$ cat src/rtl/tcpws_pkg.sv
// Package for the TCP window-scale option matcher.
// Holds the parser constants, the phase and compare-mode types and the config indexes.
// No dependencies; every other file in rtl/ uses it.
`default_nettype none

package tcpws_pkg;

  // Header geometry.
  localparam int unsigned MAX_HEADER_BYTES = 60;
  localparam int unsigned BASE_HEADER      = 20;
  localparam int unsigned OFFSET_BYTE      = 12;
  localparam int unsigned POS_LIMIT        = 63;
  localparam int unsigned POS_W            = 6;
  localparam int unsigned HLEN_W           = 6;

  // Option codes.
  localparam logic [7:0] KIND_WINDOW = 8'd3;
  localparam logic [7:0] LEN_WINDOW  = 8'd3;
  localparam logic [7:0] LEN_MIN     = 8'd2;

  // Configuration port.
  localparam int unsigned CFG_INDEX_W = 1;
  localparam int unsigned CFG_DATA_W  = 8;
  localparam logic [CFG_INDEX_W-1:0] CFG_COMPARE_MODE    = 1'b0;
  localparam logic [CFG_INDEX_W-1:0] CFG_SCALE_REFERENCE = 1'b1;

  // Option walk phase.
  typedef enum logic [1:0] {
    PH_KIND  = 2'd0,
    PH_LEN   = 2'd1,
    PH_VALUE = 2'd2,
    PH_SKIP  = 2'd3
  } phase_t;

  // Comparison applied to the found shift.
  typedef enum logic [1:0] {
    CMP_EQ = 2'd0,
    CMP_NE = 2'd1,
    CMP_LT = 2'd2,
    CMP_GT = 2'd3
  } cmp_mode_t;

endpackage

`default_nettype wire

$ cat src/rtl/tcpws_if.sv
// Channel interfaces for the TCP window-scale option matcher.
// Segment byte input, result output and configuration write channels.
// Depends on tcpws_pkg for the configuration field widths.
`default_nettype none

// Segment bytes, one per transaction.
interface tcpws_in_if;
  logic       valid;
  logic       ready;
  logic [7:0] header_byte;
  logic       last_byte;

  modport source (output valid, output header_byte, output last_byte, input ready);
  modport sink   (input valid, input header_byte, input last_byte, output ready);
endinterface

// One result per segment.
interface tcpws_out_if;
  logic       valid;
  logic       ready;
  logic       matched;
  logic       drop;
  logic [7:0] scale_found;

  modport source (output valid, output matched, output drop, output scale_found,
                  input ready);
  modport sink   (input valid, input matched, input drop, input scale_found,
                  output ready);
endinterface

// Configuration register writes.
interface tcpws_cfg_if;
  logic                                 valid;
  logic                                 ready;
  logic [tcpws_pkg::CFG_INDEX_W-1:0]    index;
  logic [tcpws_pkg::CFG_DATA_W-1:0]     data;

  modport source (output valid, output index, output data, input ready);
  modport sink   (input valid, input index, input data, output ready);
endinterface

`default_nettype wire

$ cat src/rtl/tcp_window_scale_option_match.sv
// Latency: a result is registered at the edge that accepts the last byte of a segment and is
// presented on the next cycle. Throughput: one byte per cycle; the parser state registers
// update once per accepted byte, and a byte stalls only while an untaken result sits in the
// output register. Reset (synchronous, active high) clears the parser, the output valid and
// both configuration registers (compare mode equal, reference zero).
// Depends on tcpws_pkg and the channel interfaces in tcpws_if.sv.
`default_nettype none

module tcp_window_scale_option_match (
  input  wire logic   clk,
  input  wire logic   rst,
  tcpws_in_if.sink    seg,
  tcpws_out_if.source res,
  tcpws_cfg_if.sink   cfg
);

  // Configuration registers.
  tcpws_pkg::cmp_mode_t compare_mode;
  logic [7:0]           scale_reference;

  // Parser state.
  logic [tcpws_pkg::POS_W-1:0]  byte_position, byte_position_next;
  logic [tcpws_pkg::HLEN_W-1:0] header_length, header_length_next;
  tcpws_pkg::phase_t            parse_phase, parse_phase_next;
  logic [7:0]                   skip_remaining, skip_remaining_next;
  logic [7:0]                   held_kind, held_kind_next;
  logic [7:0]                   scale_value, scale_value_next;
  logic                         scale_done, scale_done_next;

  // Result register.
  logic       res_valid;
  logic       res_matched;
  logic       res_drop;
  logic [7:0] res_scale;

  logic       seg_accept;
  logic [7:0] b;
  logic [tcpws_pkg::HLEN_W-1:0] hlen_cur;
  logic       walk_en;
  logic       window_fits;
  logic [7:0] skip_dec;
  logic       drop_now;
  logic       hit_now;

  assign seg.ready  = !res_valid || res.ready;
  assign seg_accept = seg.valid && seg.ready;
  assign b          = seg.header_byte;
  assign cfg.ready  = 1'b1;

  // Header length as seen by this byte (byte 12 supplies it).
  assign hlen_cur = (byte_position == tcpws_pkg::POS_W'(tcpws_pkg::OFFSET_BYTE)) ?
                    {b[7:4], 2'b00} : header_length;

  assign walk_en = (byte_position >= tcpws_pkg::POS_W'(tcpws_pkg::BASE_HEADER)) &&
                   (byte_position < hlen_cur) &&
                   (hlen_cur <= tcpws_pkg::HLEN_W'(tcpws_pkg::MAX_HEADER_BYTES)) &&
                   !scale_done;

  // The window option fits when its value byte lies inside the header.
  assign window_fits = ({1'b0, byte_position} + 7'd2) <= {1'b0, hlen_cur};
  assign skip_dec    = skip_remaining - {7'd0, (skip_remaining != 8'd0)};

  // Drop: short segment, bad or oversized offset, or truncated header.
  assign drop_now = (byte_position < tcpws_pkg::POS_W'(tcpws_pkg::BASE_HEADER - 1)) ||
                    (hlen_cur < tcpws_pkg::HLEN_W'(tcpws_pkg::BASE_HEADER)) ||
                    (hlen_cur > tcpws_pkg::HLEN_W'(tcpws_pkg::MAX_HEADER_BYTES)) ||
                    (({1'b0, byte_position} + 7'd1) < {1'b0, hlen_cur});

  // Next parser state for the byte on the input.
  always_comb begin
    byte_position_next  = byte_position;
    header_length_next  = hlen_cur;
    parse_phase_next    = parse_phase;
    skip_remaining_next = skip_remaining;
    held_kind_next      = held_kind;
    scale_value_next    = scale_value;
    scale_done_next     = scale_done;

    if (byte_position < tcpws_pkg::POS_W'(tcpws_pkg::POS_LIMIT)) begin
      byte_position_next = byte_position + 1'b1;
    end

    if (walk_en) begin
      case (parse_phase)
        tcpws_pkg::PH_KIND: begin
          if (b >= tcpws_pkg::LEN_MIN) begin
            held_kind_next   = b;
            parse_phase_next = tcpws_pkg::PH_LEN;
          end
        end
        tcpws_pkg::PH_LEN: begin
          if (held_kind == tcpws_pkg::KIND_WINDOW && b == tcpws_pkg::LEN_WINDOW &&
              window_fits) begin
            parse_phase_next = tcpws_pkg::PH_VALUE;
          end else if (b <= tcpws_pkg::LEN_MIN) begin
            parse_phase_next = tcpws_pkg::PH_KIND;
          end else begin
            skip_remaining_next = b - tcpws_pkg::LEN_MIN;
            parse_phase_next    = tcpws_pkg::PH_SKIP;
          end
        end
        tcpws_pkg::PH_VALUE: begin
          scale_value_next = b;
          scale_done_next  = 1'b1;
        end
        tcpws_pkg::PH_SKIP: begin
          skip_remaining_next = skip_dec;
          if (skip_dec == 8'd0) begin
            parse_phase_next = tcpws_pkg::PH_KIND;
          end
        end
        default: begin
          parse_phase_next = tcpws_pkg::PH_KIND;
        end
      endcase
    end
  end

  // Comparison of the shift found so far with the reference.
  always_comb begin
    case (compare_mode)
      tcpws_pkg::CMP_EQ: hit_now = scale_value_next == scale_reference;
      tcpws_pkg::CMP_NE: hit_now = scale_value_next != scale_reference;
      tcpws_pkg::CMP_LT: hit_now = scale_value_next <  scale_reference;
      tcpws_pkg::CMP_GT: hit_now = scale_value_next >  scale_reference;
      default:           hit_now = 1'b0;
    endcase
  end

  // Parser registers; the last byte returns the parser to its reset state.
  always_ff @(posedge clk) begin
    if (rst || (seg_accept && seg.last_byte)) begin
      byte_position  <= '0;
      header_length  <= '0;
      parse_phase    <= tcpws_pkg::PH_KIND;
      skip_remaining <= '0;
      held_kind      <= '0;
      scale_value    <= '0;
      scale_done     <= 1'b0;
    end else if (seg_accept) begin
      byte_position  <= byte_position_next;
      header_length  <= header_length_next;
      parse_phase    <= parse_phase_next;
      skip_remaining <= skip_remaining_next;
      held_kind      <= held_kind_next;
      scale_value    <= scale_value_next;
      scale_done     <= scale_done_next;
    end
  end

  // Output register valid.
  always_ff @(posedge clk) begin
    if (rst) begin
      res_valid <= 1'b0;
    end else if (seg_accept && seg.last_byte) begin
      res_valid <= 1'b1;
    end else if (res.ready) begin
      res_valid <= 1'b0;
    end
  end

  // Output register payload.
  always_ff @(posedge clk) begin
    if (seg_accept && seg.last_byte) begin
      res_matched <= !drop_now && hit_now;
      res_drop    <= drop_now;
      res_scale   <= drop_now ? 8'd0 : scale_value_next;
    end
  end

  assign res.valid       = res_valid;
  assign res.matched     = res_matched;
  assign res.drop        = res_drop;
  assign res.scale_found = res_scale;

  // Configuration register writes.
  always_ff @(posedge clk) begin
    if (rst) begin
      compare_mode    <= tcpws_pkg::CMP_EQ;
      scale_reference <= '0;
    end else if (cfg.valid && cfg.ready) begin
      case (cfg.index)
        tcpws_pkg::CFG_COMPARE_MODE:    compare_mode    <= tcpws_pkg::cmp_mode_t'(cfg.data[1:0]);
        tcpws_pkg::CFG_SCALE_REFERENCE: scale_reference <= cfg.data;
        default: ;
      endcase
    end
  end

endmodule

`default_nettype wire
$ cat src/flat_wrapper.sv
// flat-port wrapper written by rule: the top's interface ports become plain ports
module tcp_window_scale_option_match_flat 
  (clk, rst, seg_valid, seg_header_byte, seg_last_byte, seg_ready, res_valid, res_matched, res_drop, res_scale_found, res_ready, cfg_valid, cfg_index, cfg_data, cfg_ready);
  tcpws_in_if seg_i ();
  tcpws_out_if res_i ();
  tcpws_cfg_if cfg_i ();
  input  wire logic clk;
  input  wire logic rst;
  input wire logic [$bits(seg_i.valid)-1:0] seg_valid;
  input wire logic [$bits(seg_i.header_byte)-1:0] seg_header_byte;
  input wire logic [$bits(seg_i.last_byte)-1:0] seg_last_byte;
  output wire logic [$bits(seg_i.ready)-1:0] seg_ready;
  output wire logic [$bits(res_i.valid)-1:0] res_valid;
  output wire logic [$bits(res_i.matched)-1:0] res_matched;
  output wire logic [$bits(res_i.drop)-1:0] res_drop;
  output wire logic [$bits(res_i.scale_found)-1:0] res_scale_found;
  input wire logic [$bits(res_i.ready)-1:0] res_ready;
  input wire logic [$bits(cfg_i.valid)-1:0] cfg_valid;
  input wire logic [$bits(cfg_i.index)-1:0] cfg_index;
  input wire logic [$bits(cfg_i.data)-1:0] cfg_data;
  output wire logic [$bits(cfg_i.ready)-1:0] cfg_ready;
  assign seg_i.valid = seg_valid;
  assign seg_i.header_byte = seg_header_byte;
  assign seg_i.last_byte = seg_last_byte;
  assign seg_ready = seg_i.ready;
  assign res_valid = res_i.valid;
  assign res_matched = res_i.matched;
  assign res_drop = res_i.drop;
  assign res_scale_found = res_i.scale_found;
  assign res_i.ready = res_ready;
  assign cfg_i.valid = cfg_valid;
  assign cfg_i.index = cfg_index;
  assign cfg_i.data = cfg_data;
  assign cfg_ready = cfg_i.ready;
  tcp_window_scale_option_match u_core (.clk(clk), .rst(rst), .seg(seg_i), .res(res_i), .cfg(cfg_i));
endmodule
$ cat config.mk
export PLATFORM = sky130hd
export DESIGN_NAME = tcp_window_scale_option_match_flat
export DESIGN_NICKNAME = d
export VERILOG_FILES = /design/src/rtl/tcpws_pkg.sv /design/src/rtl/tcpws_if.sv /design/src/rtl/tcp_window_scale_option_match.sv /design/src/flat_wrapper.sv
export SDC_FILE = /design/constraint.sdc
export NUM_CORES = 1
export LEC_CHECK = 0
export ABC_AREA = 1
export BUFFER_PORTS_ARGS = -buffer_cell sky130_fd_sc_hd__buf_2
export CORE_MARGIN = 3
export CORE_UTILIZATION = 40
export DETAILED_ROUTE_END_ITERATION = 7
export GPL_TIMING_DRIVEN = 0
export MAX_ROUTING_LAYER = met4
export PLACE_DENSITY = 0.61
export SYNTH_ARGS = -nofsm -noshare
export SYNTH_HDL_FRONTEND = slang
export SYNTH_SLANG_ARGS = --single-unit
$ cat constraint.sdc
create_clock -name clk -period 4.2 [get_ports clk]
set_clock_uncertainty 0.15 [all_clocks]
set_input_delay 0.63 -clock clk [delete_from_list [all_inputs] [get_ports clk]]
set_output_delay 0.63 -clock clk [all_outputs]
set_load 0.03 [all_outputs]
==> impl_metrics.prom, run 1 <==
# TYPE chip_impl_metric gauge
chip_impl_info{name="run_status",value="finished, final reports clean"} 1
chip_impl_metric{name="crit_arrival",unit="ns"} 3.80
chip_impl_metric{name="vias",unit=""} 3451
chip_impl_metric{name="numClockSinks",unit=""} 60
chip_impl_metric{name="max_slew_headroom",unit=""} 0.615
chip_impl_metric{name="gp_routability_congestion",unit=""} 0.927
chip_impl_info{name="worst_setup_path_end_kind",value="flip-flop"} 1
chip_impl_metric{name="fillCellCount",unit=""} 916
chip_impl_metric{name="clock.fmax",unit="MHz"} 258
chip_impl_metric{name="report.final.hold_viol_count",unit=""} 0
chip_impl_info{name="tritoncts",value="yes"} 1
chip_impl_metric{name="detail_route.drc_violations",unit=""} 0
chip_impl_metric{name="syn_area",unit="sq mm"} 0.00363
chip_impl_info{name="min_path_type",value="flip-flop to flip-flop"} 1
chip_impl_metric{name="drtIter0Drc",unit=""} 122
chip_impl_metric{name="wl_per_cell",unit="um"} 13.0
chip_impl_metric{name="cp.required",unit="ns"} 4.13
chip_impl_metric{name="timing.setup.tns",unit="ns"} 0
chip_impl_metric{name="grt-ovfl-total",unit=""} 0
chip_impl_metric{name="pin_count",unit=""} 36
chip_impl_metric{name="dp_slack",unit="ns"} -0.290
chip_impl_metric{name="clk-insertion-delay-late",unit="ns"} 0.34
chip_impl_metric{name="dp.final_hpwl",unit="mm"} 6.73
chip_impl_metric{name="drt-total-wl",unit="mm"} 8.80
chip_impl_info{name="setup.worst_path.start_class",value="flip-flop"} 1
chip_impl_metric{name="ys_types",unit=""} 38
chip_impl_metric{name="n_antenna_cell",unit=""} 0
chip_impl_metric{name="synthesis.instances",unit=""} 511
chip_impl_metric{name="initial_utilization",unit=""} 0.414
chip_impl_info{name="crit_type",value="flip-flop to flip-flop"} 1
chip_impl_metric{name="h-tree-depth",unit=""} 3
chip_impl_metric{name="final_min_period_over_clock_period",unit=""} 0.921
chip_impl_metric{name="drt-pass1-iter-count",unit=""} 5
chip_impl_metric{name="placement_rows",unit=""} 34
chip_impl_metric{name="grt_start_max_net_pins",unit=""} 12
chip_impl_metric{name="timing.critical_path.fanout_max",unit=""} 8
chip_impl_metric{name="post-route-min-period",unit="ns"} 3.87
chip_impl_metric{name="cts.path.max_buffers",unit=""} 2
chip_impl_metric{name="ant_nets",unit=""} 0
chip_impl_metric{name="synth_nets",unit=""} 559
chip_impl_metric{name="gr-usage-all-layers",unit=""} 0.185
chip_impl_metric{name="worst-r2r-setup-slack",unit="ns"} 0.33
chip_impl_metric{name="dpl-instance-area",unit="sq mm"} 0.00393
chip_impl_metric{name="postLayoutSetupSlackWorst",unit="ns"} 0.331
chip_impl_metric{name="cts_made_buffers",unit=""} 9
chip_impl_metric{name="regArea",unit="sq mm"} 0.00131
chip_impl_metric{name="layout.core_utilization",unit=""} 0.495
chip_impl_metric{name="floorplan.die.height",unit="um"} 101
chip_impl_metric{name="setup_viol_count_final",unit=""} 0
chip_impl_info{name="cts-root-buf",value="clkbuf_8"} 1
chip_impl_metric{name="timing_worst_slew_pin_value",unit="ns"} 0.578
chip_impl_metric{name="synth.avg_cell_area",unit="sq um"} 7.10
chip_impl_metric{name="yosysWarningCount",unit=""} 0
chip_impl_metric{name="clkTransAtPathRegs",unit="ns"} 0.08
chip_impl_metric{name="syn2layout_area_growth",unit="%"} 19.5
chip_impl_metric{name="drv_slew",unit=""} 0
chip_impl_metric{name="die-width",unit="um"} 101
chip_impl_metric{name="powerDensity",unit="mW/mm^2"} 301
chip_impl_metric{name="number_of_vias_per_cell_after_detailed_routing",unit=""} 5.09
chip_impl_metric{name="post_cts_hold_buffer_count",unit=""} 0
chip_impl_metric{name="die-area",unit="sq mm"} 0.0102
chip_impl_metric{name="ys_seq_area_frac",unit=""} 0.359
chip_impl_metric{name="drive_gt1_frac",unit=""} 0.200
chip_impl_metric{name="grt_first_pass_wirelength",unit="mm"} 14.7
chip_impl_metric{name="antenna_violations_before_repair",unit=""} 0
chip_impl_metric{name="multi_input_area",unit="sq mm"} 0.00212
chip_impl_metric{name="postLayoutCellArea",unit="sq mm"} 0.00433
chip_impl_metric{name="power.static_leakage",unit="nW"} 1.95
chip_impl_metric{name="max-cap-violations",unit=""} 0
chip_impl_metric{name="synth_register_bits",unit=""} 60
chip_impl_metric{name="peakVddDrop",unit="mV"} 0.219
chip_impl_metric{name="placement.io_buffers",unit=""} 34
chip_impl_metric{name="core_box_area",unit="sq mm"} 0.00876
chip_impl_metric{name="vias_in_the_first_global_route",unit=""} 3229
chip_impl_metric{name="finish.net_count",unit=""} 613
[power breakdown]
group | internal (mW) | switching, mW
registers | 0.598 | 0.0110
clock network | 0.288 | 0.227
logic | 0.0649 | 0.116
[cell usage after synthesis]
cell       number  area share
o21ai_0        33       0.046
nand3b_1        2      0.0041
nor2_2          1      0.0017
nor2_1         89       0.092
o2111ai_2       1      0.0041
o21ai_1        25       0.034
o41ai_1         1      0.0024
xor2_1          8       0.019
buf_6           1      0.0031
o21ai_4         1      0.0045
nor3_1          5      0.0069
or2_2           1      0.0017
a211oi_1        5       0.010
clkbuf_1        6      0.0062
ha_1           25       0.086
nand2_1        78       0.081
nor2_8          1      0.0055
nor4_1          2      0.0034
xnor2_1         2      0.0048
nand2_4         3      0.0093
nor2_4          1      0.0031
conb_1          1      0.0010
mux2i_1         2      0.0055
clkinv_2        1      0.0014
o21ai_2         1      0.0024
inv_2           4      0.0041
buf_4           3      0.0062
nand2_2         5      0.0086
dfxtp_1        50        0.28
a21oi_1        39       0.054
nand3_1        20       0.028
a31oi_1         1      0.0017
o211ai_1        2      0.0041
edfxtp_1       10       0.083
nand4_1         8       0.014
nor3_2          1      0.0028
inv_1          71       0.073
nand3_4         1      0.0048
[cells in the final DEF, fill, tap and decap left out, types with 4 or more instances in the layout]
master,count
nor2_1,87
nand2_1,76
inv_1,65
dfxtp_1,47
a21oi_1,37
buf_2,35
o21ai_0,33
ha_1,21
o21ai_1,19
nand3_1,17
clkbuf_8,10
edfxtp_1,10
xor2_1,8
inv_2,8
nand4_1,8
buf_4,8
nand2_2,7
clkbuf_1,7
nor3_1,5
nand2_4,4
o21ai_2,4
o21ai_4,4
a211oi_1,4
clkinv_2,4
[final timing paths]
check                                             from  depth (start not counted)                                 end
setup / recovery  u_core.byte_position[1]$_SDFFE_PP0P_                         25        u_core.res.matched$_DFFE_PP_
hold / removal      u_core.scale_value[0]$_SDFFE_PP0P_                          2  u_core.scale_value[0]$_SDFFE_PP0P_
setup reg to reg  u_core.byte_position[1]$_SDFFE_PP0P_                         25        u_core.res.matched$_DFFE_PP_
hold reg to reg     u_core.scale_value[0]$_SDFFE_PP0P_                          2  u_core.scale_value[0]$_SDFFE_PP0P_
[timing repair]
item                       in CTS  in global routing
pin swaps                       0                 12
setup endpoints to repair       1                  1
gates cloned                    0                  2
gates resized for setup         5                 35
buffers inserted                0                  7
[flip-flops by register name (all words and copies together), names as in the netlist]
name	flops
u_core.header_length	6
u_core.parse_phase	2
u_core.held_kind	8
u_core.scale_value	8
u_core.skip_remaining	8
u_core.res.matched	1
u_core.res.drop	1
u_core.compare_mode	2
u_core.scale_reference	8
u_core.scale_done	1
u_core.res.scale_found	8
u_core.res.valid	1
u_core.byte_position	6
[per-layer routing]
layer,part of all wire,track usage,up-vias
li1,-,-,1776
met4,0.014,0.0521,0
met2,0.48,0.297,79
met1,0.46,0.236,1582
met5,0,-,-
met3,0.048,0.0372,14
[logic make-up after synthesis]
logic type	synth area share
buffers and inverters	0.0945
xor gates and xnor gates	0.0241
other	0.00103
and+or+nand+nor	0.266
AOI/OAI and AO/OA	0.164
adders and majority gates	0.0862
DFF	0.359
muxes	0.00552
[area by class of cell]
cell class,instances,area share
inverter,76,0.0673
multi-input combinational,366,0.489
tap,108,0.0312
timing repair buffer,42,0.0520
clock buffer,11,0.0326
clock inverter,5,0.0118
buffer,10,0.0139
sequential,60,0.302
[worst max-delay path, stage by stage (launching register included)]
cell and delay (ns):
dfxtp_4 0.37, inv_4 0.08, ha_2 0.17, inv_2 0.04
nor2_4 0.13, nand2_4 0.11, o21ai_4 0.18, inv_2 0.07
ha_1 0.17, a21oi_1 0.11, o21ai_1 0.09, nor2_2 0.19
nand3_2 0.11, inv_4 0.11, buf_6 0.13, nand2_1 0.08
o21ai_4 0.09, inv_2 0.07, ha_4 0.24, a21oi_2 0.11
nor2_1 0.05, a211oi_2 0.23, nand3_1 0.12, o41ai_2 0.08
mux2i_1 0.26, nor2_1 0.06
[metrics by stage]
step           instances  hold WS [ns]  power [mW]
3_5_place_dp         653         0.303       0.790
4_1_cts              669         0.312        1.31
6_report             678         0.307        1.30
5_1_grt              678         0.339        1.36
3_3_place_gp         653         0.291       0.786
2_1_floorplan        511         0.281       0.737
Note: power is estimated with default switching activity, not from simulation.
==> run 2, diff against run 1 <==
==> constraint.sdc (replaced) <==
create_clock -name clk -period 4.8 [get_ports clk]
set_clock_uncertainty 0.15 [all_clocks]
set_input_delay 0.72 -clock clk [delete_from_list [all_inputs] [get_ports clk]]
set_output_delay 0.72 -clock clk [all_outputs]
set_load 0.03 [all_outputs]
==> run 2 against run 1 <==
Worst setup slack improved by 0.15 ns. Largest cell class unchanged. Sequential power fell by 12%. Hold slack barely moved. Global-route usage barely moved. Utilization fell by 2.3 points. Via count fell by 2.6%. Routed wire length fell by 2.8%. Critical path type unchanged. First-iteration DRC count rose by 18%.
==> impl_metrics.prom, run 2 (synthesis gave the netlist of run 1 again) <==
# TYPE chip_impl_metric gauge
chip_impl_info{name="cts-root-buf",value="clkbuf_8"} 1
chip_impl_metric{name="worst-r2r-setup-slack",unit="ns"} 0.48
chip_impl_metric{name="drtIter0Drc",unit=""} 144
chip_impl_info{name="leading_cell_type_in_the_layout_fill_and_taps_excluded",value="nor2_1"} 1
chip_impl_metric{name="syn2layout_area_growth",unit="%"} 13.9
chip_impl_metric{name="post-layout-total-power",unit="mW"} 1.13
chip_impl_metric{name="vias",unit=""} 3361
chip_impl_metric{name="vias_in_the_first_global_route",unit=""} 3230
chip_impl_metric{name="placement_rows",unit=""} 34
chip_impl_metric{name="wl_per_cell",unit="um"} 12.8
chip_impl_metric{name="numClockSinks",unit=""} 60
chip_impl_metric{name="seq_power_share",unit=""} 0.471
chip_impl_metric{name="post-route-min-period",unit="ns"} 4.32
chip_impl_metric{name="clkTransAtPathRegs",unit="ns"} 0.08
chip_impl_metric{name="setup_viol_count_final",unit=""} 0
chip_impl_metric{name="grt_first_pass_wirelength",unit="mm"} 14.7
chip_impl_metric{name="sw_frac_of_total",unit=""} 0.270
chip_impl_info{name="rsz0062_at_grt",value="no"} 1
chip_impl_metric{name="die-width",unit="um"} 101
chip_impl_info{name="worst_setup_path_end_kind",value="flip-flop"} 1
chip_impl_metric{name="floorplan.die.height",unit="um"} 101
chip_impl_metric{name="placed_cells_incl_taps",unit=""} 653
chip_impl_metric{name="clk-insertion-delay-late",unit="ns"} 0.34
chip_impl_metric{name="powerDensity",unit="mW/mm^2"} 274
chip_impl_metric{name="fin_cells",unit=""} 669
chip_impl_metric{name="timing.critical_path.buf_inv",unit=""} 5
chip_impl_metric{name="drive_gt1_frac",unit=""} 0.139
chip_impl_metric{name="cp.required",unit="ns"} 4.73
chip_impl_info{name="worst_path_dominant_cell_family",value="simple AND/OR/NAND/NOR gates"} 1
chip_impl_metric{name="timing_worst_slew_pin_value",unit="ns"} 0.587
chip_impl_metric{name="post-cts-setup-buffers",unit=""} 0
chip_impl_metric{name="multi_input_area",unit="sq mm"} 0.00199
chip_impl_metric{name="hold-worst-slack",unit="ns"} 0.307
chip_impl_metric{name="core_box_area",unit="sq mm"} 0.00876
chip_impl_metric{name="initial_utilization",unit=""} 0.414
chip_impl_info{name="worst_hold_path.endpoint",value="u_core.scale_value[0]$_SDFFE_PP0P_"} 1
chip_impl_metric{name="number_of_vias_per_cell_after_detailed_routing",unit=""} 5.02
chip_impl_metric{name="cts_made_buffers",unit=""} 9
chip_impl_metric{name="dp.final_hpwl",unit="mm"} 6.73
chip_impl_metric{name="timing.critical_path.fanout_max",unit=""} 10
chip_impl_metric{name="post_cts_hold_buffer_count",unit=""} 0
chip_impl_metric{name="n_antenna_cell",unit=""} 0
chip_impl_metric{name="pin_count",unit=""} 36
chip_impl_metric{name="gp_routability_congestion",unit=""} 0.927
chip_impl_info{name="tritoncts",value="yes"} 1
chip_impl_metric{name="p_sw",unit="mW"} 0.305
chip_impl_metric{name="grt-ovfl-total",unit=""} 0
chip_impl_metric{name="finish.net_count",unit=""} 604
chip_impl_info{name="run_status",value="finished, final reports clean"} 1
chip_impl_metric{name="postCtsResizedCells",unit=""} 0
chip_impl_metric{name="fillCellCount",unit=""} 921
chip_impl_metric{name="peakVddDrop",unit="mV"} 0.192
chip_impl_metric{name="grt_start_max_net_pins",unit=""} 12
chip_impl_info{name="standard_cell_with_the_maximum_stage_delay_on_the_critical_path",value="dfxtp_2"} 1
chip_impl_metric{name="max_slew_headroom",unit=""} 0.609
chip_impl_metric{name="clock.fmax",unit="MHz"} 232
chip_impl_metric{name="cell_int_power",unit="mW"} 0.827
chip_impl_metric{name="gr-usage-all-layers",unit=""} 0.184
chip_impl_info{name="crit_type",value="flip-flop to flip-flop"} 1
chip_impl_metric{name="power.static_leakage",unit="nW"} 1.89
chip_impl_metric{name="cts.path.max_buffers",unit=""} 2
chip_impl_metric{name="drt-total-wl",unit="mm"} 8.56
chip_impl_metric{name="regArea",unit="sq mm"} 0.00130
chip_impl_metric{name="timing.setup.tns",unit="ns"} 0
chip_impl_metric{name="worst_path_largest_cell_delay",unit="ns"} 0.41
chip_impl_metric{name="h-tree-depth",unit=""} 3
chip_impl_metric{name="die-area",unit="sq mm"} 0.0102
chip_impl_metric{name="antenna_violations_before_repair",unit=""} 0
chip_impl_info{name="min_path_type",value="flip-flop to flip-flop"} 1
chip_impl_metric{name="power.combinational.fraction",unit=""} 0.130
chip_impl_metric{name="max-cap-violations",unit=""} 0
chip_impl_metric{name="hold-path-cell-count",unit=""} 2
chip_impl_info{name="r2r_start",value="u_core.byte_position[0]$_SDFFE_PP0P_"} 1
chip_impl_metric{name="drt-pass1-iter-count",unit=""} 4
chip_impl_metric{name="clock_power_share",unit=""} 0.399
chip_impl_metric{name="crit_arrival",unit="ns"} 4.25
chip_impl_metric{name="r2r.worst_path.cells",unit=""} 26
chip_impl_metric{name="placement.io_buffers",unit=""} 34
chip_impl_info{name="top_library_cells_by_usage_in_the_layout_fill_and_taps_aside",value="89 x nor2_1, 78 x nand2_1, 71 x inv_1, 48 x dfxtp_1, 39 x a21oi_1"} 1
chip_impl_info{name="setup.worst_path.start_class",value="flip-flop"} 1
chip_impl_metric{name="detail_route.drc_violations",unit=""} 0
chip_impl_metric{name="final_min_period_over_clock_period",unit=""} 0.899
chip_impl_metric{name="ant_nets",unit=""} 0
chip_impl_metric{name="drv_slew",unit=""} 0
chip_impl_metric{name="report.final.hold_viol_count",unit=""} 0
chip_impl_info{name="r2r-end",value="u_core.res.matched$_DFFE_PP_"} 1
chip_impl_info{name="min_from",value="u_core.scale_value[0]$_SDFFE_PP0P_"} 1
-- run 2: cell count changes in the layout (fill, tap and decap cells not counted), sizes merged --
cell,before,now
buf,45,38
nand2,87,86
clkbuf,18,17
-- run 2: power by group through the flow --
stage                     Clock [mW]  Combinational (mW)  Sequential [mW]
after global routing           0.478               0.169            0.535
after detailed placement           0               0.147            0.544
after CTS                      0.462               0.148            0.533
after floorplan                    0              0.0971            0.548
after global placement             0               0.144            0.544
final                          0.452               0.147            0.533
-- run 2: worst max-delay path by stage --
stage	startpoint	to	slack (ns)	cells after the start
floorplan	u_core.byte_position[0]$_SDFFE_PP0P_	u_core.res.matched$_DFFE_PP_	0.95	26
global placement	u_core.byte_position[0]$_SDFFE_PP0P_	u_core.res.matched$_DFFE_PP_	0.36	26
detailed placement	u_core.byte_position[0]$_SDFFE_PP0P_	u_core.res.matched$_DFFE_PP_	0.31	27
CTS	u_core.byte_position[0]$_SDFFE_PP0P_	u_core.res.matched$_DFFE_PP_	0.30	27
global route	u_core.byte_position[0]$_SDFFE_PP0P_	u_core.res.matched$_DFFE_PP_	0.04	27
finish	u_core.byte_position[0]$_SDFFE_PP0P_	u_core.res.matched$_DFFE_PP_	0.48	26
-- run 2: layer usage --
layer	track usage	wire length (um)
met2	0.297	4030
met5	-	0
met3	0.0372	358
met1	0.235	4050
met4	0.0521	118
-- run 2: per-stage QoR --
| stage | area, sq um | setup WS, ns | utilization |
|---|---|---|---|
| floorplan | 3630 | 0.953 | - |
| global placement | 3930 | 0.365 | 0.449 |
| detailed placement | 3930 | 0.310 | 0.449 |
| CTS | 4130 | 0.299 | 0.471 |
| global route | 4130 | 0.0373 | 0.472 |
| finish | 4130 | 0.484 | 0.472 |
-- run 2: tightest hold or removal path: stages (launching register included) --
cell and delay, ns:
dfxtp_1 0.30, inv_1 0.06, a21oi_1 0.05
-- run 2: layout make-up --
class | instances | share of cell area
Sequential cell | 60 | 0.315
Clock inverter | 5 | 0.0124
Multi-Input combinational cell | 365 | 0.481
Clock buffer | 11 | 0.0342
Inverter | 76 | 0.0693
Timing Repair Buffer | 34 | 0.0412
Buffer | 10 | 0.0136
Tap cell | 108 | 0.0327
==> run 3, diff against run 2 <==
--- a/config.mk
+++ b/config.mk
@@ -12,7 +12,7 @@
 export DETAILED_ROUTE_END_ITERATION = 7
 export GPL_TIMING_DRIVEN = 0
 export MAX_ROUTING_LAYER = met4
-export PLACE_DENSITY = 0.61
+export PLACE_DENSITY_LB_ADDON = 0.15
 export SYNTH_ARGS = -nofsm -noshare
 export SYNTH_HDL_FRONTEND = slang
 export SYNTH_SLANG_ARGS = --single-unit
==> run 3 against run 2 <==
Sequential share of layout area decreased by 0.64 points. Global-route usage decreased by 0.16 points. Die area unchanged. Sequential power about the same. Critical path type unchanged.
==> impl_metrics.prom, run 3 (synthesis gave the netlist of run 1 again) <==
# TYPE chip_impl_metric gauge
chip_impl_info{name="run_status",value="finished, final reports clean"} 1
chip_impl_metric{name="power.static_leakage",unit="nW"} 1.92
chip_impl_metric{name="cell_int_power",unit="mW"} 1.00
chip_impl_metric{name="detail_route.drc_violations",unit=""} 0
chip_impl_metric{name="grt-ovfl-total",unit=""} 0
chip_impl_metric{name="syn2layout_area_growth",unit="%"} 16.2
chip_impl_metric{name="clock.fmax",unit="MHz"} 233
chip_impl_metric{name="die-width",unit="um"} 101
chip_impl_metric{name="drt-pass1-iter-count",unit=""} 4
chip_impl_info{name="worst_setup_path_end_kind",value="flip-flop"} 1
chip_impl_metric{name="dp.final_hpwl",unit="mm"} 6.52
chip_impl_metric{name="cts.path.max_buffers",unit=""} 2
chip_impl_metric{name="crit_arrival",unit="ns"} 4.22
chip_impl_metric{name="drt-total-wl",unit="mm"} 8.34
chip_impl_info{name="crit_path_start",value="u_core.byte_position[1]$_SDFFE_PP0P_"} 1
chip_impl_metric{name="seq_power_share",unit=""} 0.409
chip_impl_metric{name="power.combinational.fraction",unit=""} 0.112
chip_impl_metric{name="wl_per_cell",unit="um"} 12.5
chip_impl_metric{name="post-layout-total-power",unit="mW"} 1.30
chip_impl_metric{name="worst-r2r-setup-slack",unit="ns"} 0.51
chip_impl_metric{name="max_slew_headroom",unit=""} 0.630
chip_impl_metric{name="powerDensity",unit="mW/mm^2"} 310
chip_impl_metric{name="timing.critical_path.buf_inv",unit=""} 5
chip_impl_info{name="crit_type",value="flip-flop to flip-flop"} 1
chip_impl_metric{name="sw_frac_of_total",unit=""} 0.233
chip_impl_info{name="r2r_start",value="u_core.byte_position[1]$_SDFFE_PP0P_"} 1
chip_impl_metric{name="setup_viol_count_final",unit=""} 0
chip_impl_metric{name="h-tree-depth",unit=""} 3
chip_impl_metric{name="clkTransAtPathRegs",unit="ns"} 0.07
chip_impl_metric{name="timing.setup.tns",unit="ns"} 0
chip_impl_metric{name="core_box_area",unit="sq mm"} 0.00876
chip_impl_metric{name="post-route-min-period",unit="ns"} 4.29
chip_impl_metric{name="ant_nets",unit=""} 0
chip_impl_metric{name="n_antenna_cell",unit=""} 0
chip_impl_info{name="min_path_type",value="flip-flop to flip-flop"} 1
chip_impl_metric{name="gr-usage-all-layers",unit=""} 0.183
chip_impl_metric{name="report.final.hold_viol_count",unit=""} 0
chip_impl_info{name="worst_path_dominant_cell_family",value="simple AND/OR/NAND/NOR gates"} 1
chip_impl_info{name="leading_cell_type_in_the_layout_fill_and_taps_excluded",value="nor2_1"} 1
chip_impl_metric{name="final_min_period_over_clock_period",unit=""} 0.893
chip_impl_metric{name="drive_gt1_frac",unit=""} 0.137
chip_impl_info{name="cts-root-buf",value="clkbuf_8"} 1
chip_impl_info{name="r2r-end",value="u_core.res.matched$_DFFE_PP_"} 1
chip_impl_metric{name="gp_routability_congestion",unit=""} 0.857
chip_impl_metric{name="die-area",unit="sq mm"} 0.0102
chip_impl_metric{name="finish.net_count",unit=""} 604
chip_impl_metric{name="cts_made_buffers",unit=""} 9
chip_impl_metric{name="max-cap-violations",unit=""} 0
chip_impl_metric{name="r2r.worst_path.cells",unit=""} 27
chip_impl_metric{name="post_cts_hold_buffer_count",unit=""} 0
chip_impl_metric{name="cp.required",unit="ns"} 4.73
chip_impl_info{name="rsz0062_at_grt",value="no"} 1
chip_impl_metric{name="fin_cells",unit=""} 669
chip_impl_metric{name="floorplan.die.height",unit="um"} 101
chip_impl_metric{name="fillCellCount",unit=""} 887
chip_impl_metric{name="vias",unit=""} 3357
chip_impl_metric{name="p_sw",unit="mW"} 0.303
chip_impl_metric{name="placement_rows",unit=""} 34
chip_impl_metric{name="worst_path_largest_cell_delay",unit="ns"} 0.42
chip_impl_metric{name="placed_cells_incl_taps",unit=""} 653
chip_impl_metric{name="timing.critical_path.fanout_max",unit=""} 10
chip_impl_info{name="tritoncts",value="yes"} 1
chip_impl_metric{name="initial_utilization",unit=""} 0.414
chip_impl_info{name="worst_setup_path_endpoint",value="u_core.res.matched$_DFFE_PP_"} 1
chip_impl_info{name="setup.worst_path.start_class",value="flip-flop"} 1
chip_impl_metric{name="numClockSinks",unit=""} 60
chip_impl_metric{name="timing_worst_slew_pin_value",unit="ns"} 0.556
chip_impl_metric{name="pin_count",unit=""} 36
chip_impl_info{name="standard_cell_with_the_maximum_stage_delay_on_the_critical_path",value="dfxtp_1"} 1
chip_impl_metric{name="cp.depth",unit=""} 27
chip_impl_metric{name="peakVddDrop",unit="mV"} 0.161
chip_impl_metric{name="number_of_vias_per_cell_after_detailed_routing",unit=""} 5.02
chip_impl_metric{name="clk-insertion-delay-late",unit="ns"} 0.34
chip_impl_metric{name="drv_slew",unit=""} 0
chip_impl_metric{name="grt_first_pass_wirelength",unit="mm"} 14.6
chip_impl_metric{name="antenna_violations_before_repair",unit=""} 0
chip_impl_metric{name="clock_power_share",unit=""} 0.479
chip_impl_metric{name="grt_start_max_net_pins",unit=""} 12
chip_impl_metric{name="vias_in_the_first_global_route",unit=""} 3137
chip_impl_metric{name="placement.io_buffers",unit=""} 34
chip_impl_info{name="top_library_cells_by_usage_in_the_layout_fill_and_taps_aside",value="89 x nor2_1, 78 x nand2_1, 71 x inv_1, 49 x dfxtp_1, 39 x a21oi_1"} 1
chip_impl_metric{name="drtIter0Drc",unit=""} 165
-- run 3: changes by cell type in the layout (fill, tap and decap cells not counted) --
| cell | delta |
|---|---|
| dfxtp_1 | +1 |
| clkinv_2 | -3 |
| bufinv_16 | +3 |
| inv_4 | -1 |
| clkbuf_8 | +1 |
| dfxtp_2 | -1 |
-- run 3: per-layer routing --
layer	vias up	track usage	share of wire	wire length, um
met2	60	0.276	0.45	3750
met1	1521	0.242	0.49	4100
met5	-	-	0	0
met4	0	0.0603	0.015	124
li1	1763	-	-	-
met3	13	0.0420	0.044	364
-- run 3: worst reg2reg max path, stage by stage (launching register included) --
cell	delay, ns
dfxtp_1	0.42
inv_1	0.13
ha_1	0.19
inv_1	0.09
nor2_4	0.06
nand2_4	0.12
nand2_1	0.12
ha_1	0.34
nor2_1	0.05
nor2_1	0.13
nand2_1	0.07
nand3_1	0.09
nand3_1	0.10
nand2_2	0.10
nand3_1	0.08
inv_2	0.13
buf_4	0.19
nand2_1	0.06
o21ai_1	0.13
inv_1	0.07
ha_1	0.31
a21oi_1	0.15
nor2_1	0.07
a211oi_2	0.17
nand3_1	0.10
o41ai_1	0.09
mux2i_1	0.25
nor2_1	0.06
-- run 3: power by group through the flow --
stage                     combinational [mW]  sequential [mW]  clock, mW
after floorplan                       0.0971            0.548          0
after global placement                 0.145            0.544          0
after detailed placement               0.146            0.544          0
after CTS                              0.147            0.533      0.639
after global routing                   0.169            0.535      0.660
final                                  0.146            0.533      0.625
-- run 3: worst min-delay path by stage --
stage / from / to / slack, ns / cells past startpoint
finish: u_core.scale_value[0]$_SDFFE_PP0P_ / u_core.scale_value[0]$_SDFFE_PP0P_ / 0.31 / 2
global route: u_core.scale_reference[5]$_SDFFE_PP0P_ / u_core.scale_reference[5]$_SDFFE_PP0P_ / 0.35 / 2
CTS: u_core.scale_value[0]$_SDFFE_PP0P_ / u_core.scale_value[0]$_SDFFE_PP0P_ / 0.31 / 2
detailed placement: u_core.scale_value[0]$_SDFFE_PP0P_ / u_core.scale_value[0]$_SDFFE_PP0P_ / 0.30 / 2
floorplan: u_core.scale_value[0]$_SDFFE_PP0P_ / u_core.scale_value[0]$_SDFFE_PP0P_ / 0.28 / 2
global placement: u_core.scale_value[0]$_SDFFE_PP0P_ / u_core.scale_value[0]$_SDFFE_PP0P_ / 0.29 / 2
-- run 3: timing repair --
action | CTS | global route
setup endpoints to repair | 0 | 1
hold endpoints to repair | 0 | 0
setup buffers | 0 | 0
resized for setup | 0 | 2
-- run 3: through the flow --
stage / setup WS (ns) / hold slack (ns) / cell area, sq um / util
2_1_floorplan: 0.953 / 0.281 / 3630 / -
3_3_place_gp: 0.340 / 0.292 / 3930 / 0.449
3_5_place_dp: 0.301 / 0.296 / 3930 / 0.449
4_1_cts: 0.303 / 0.305 / 4210 / 0.480
5_1_grt: 0.0190 / 0.345 / 4210 / 0.481
6_report: 0.513 / 0.307 / 4210 / 0.481
-- run 3: final cells by class --
cell class | instances | area (sq um) | share of cell area
flip-flops and latches | 60 | 1300 | 0.309
inverters | 76 | 287 | 0.0680
clock buffers | 12 | 155 | 0.0368
multi-input cells | 365 | 1990 | 0.472
clock inverters | 4 | 120 | 0.0285
well taps | 108 | 135 | 0.0321
repair buffers | 34 | 170 | 0.0404
plain buffers | 10 | 56.3 | 0.0134
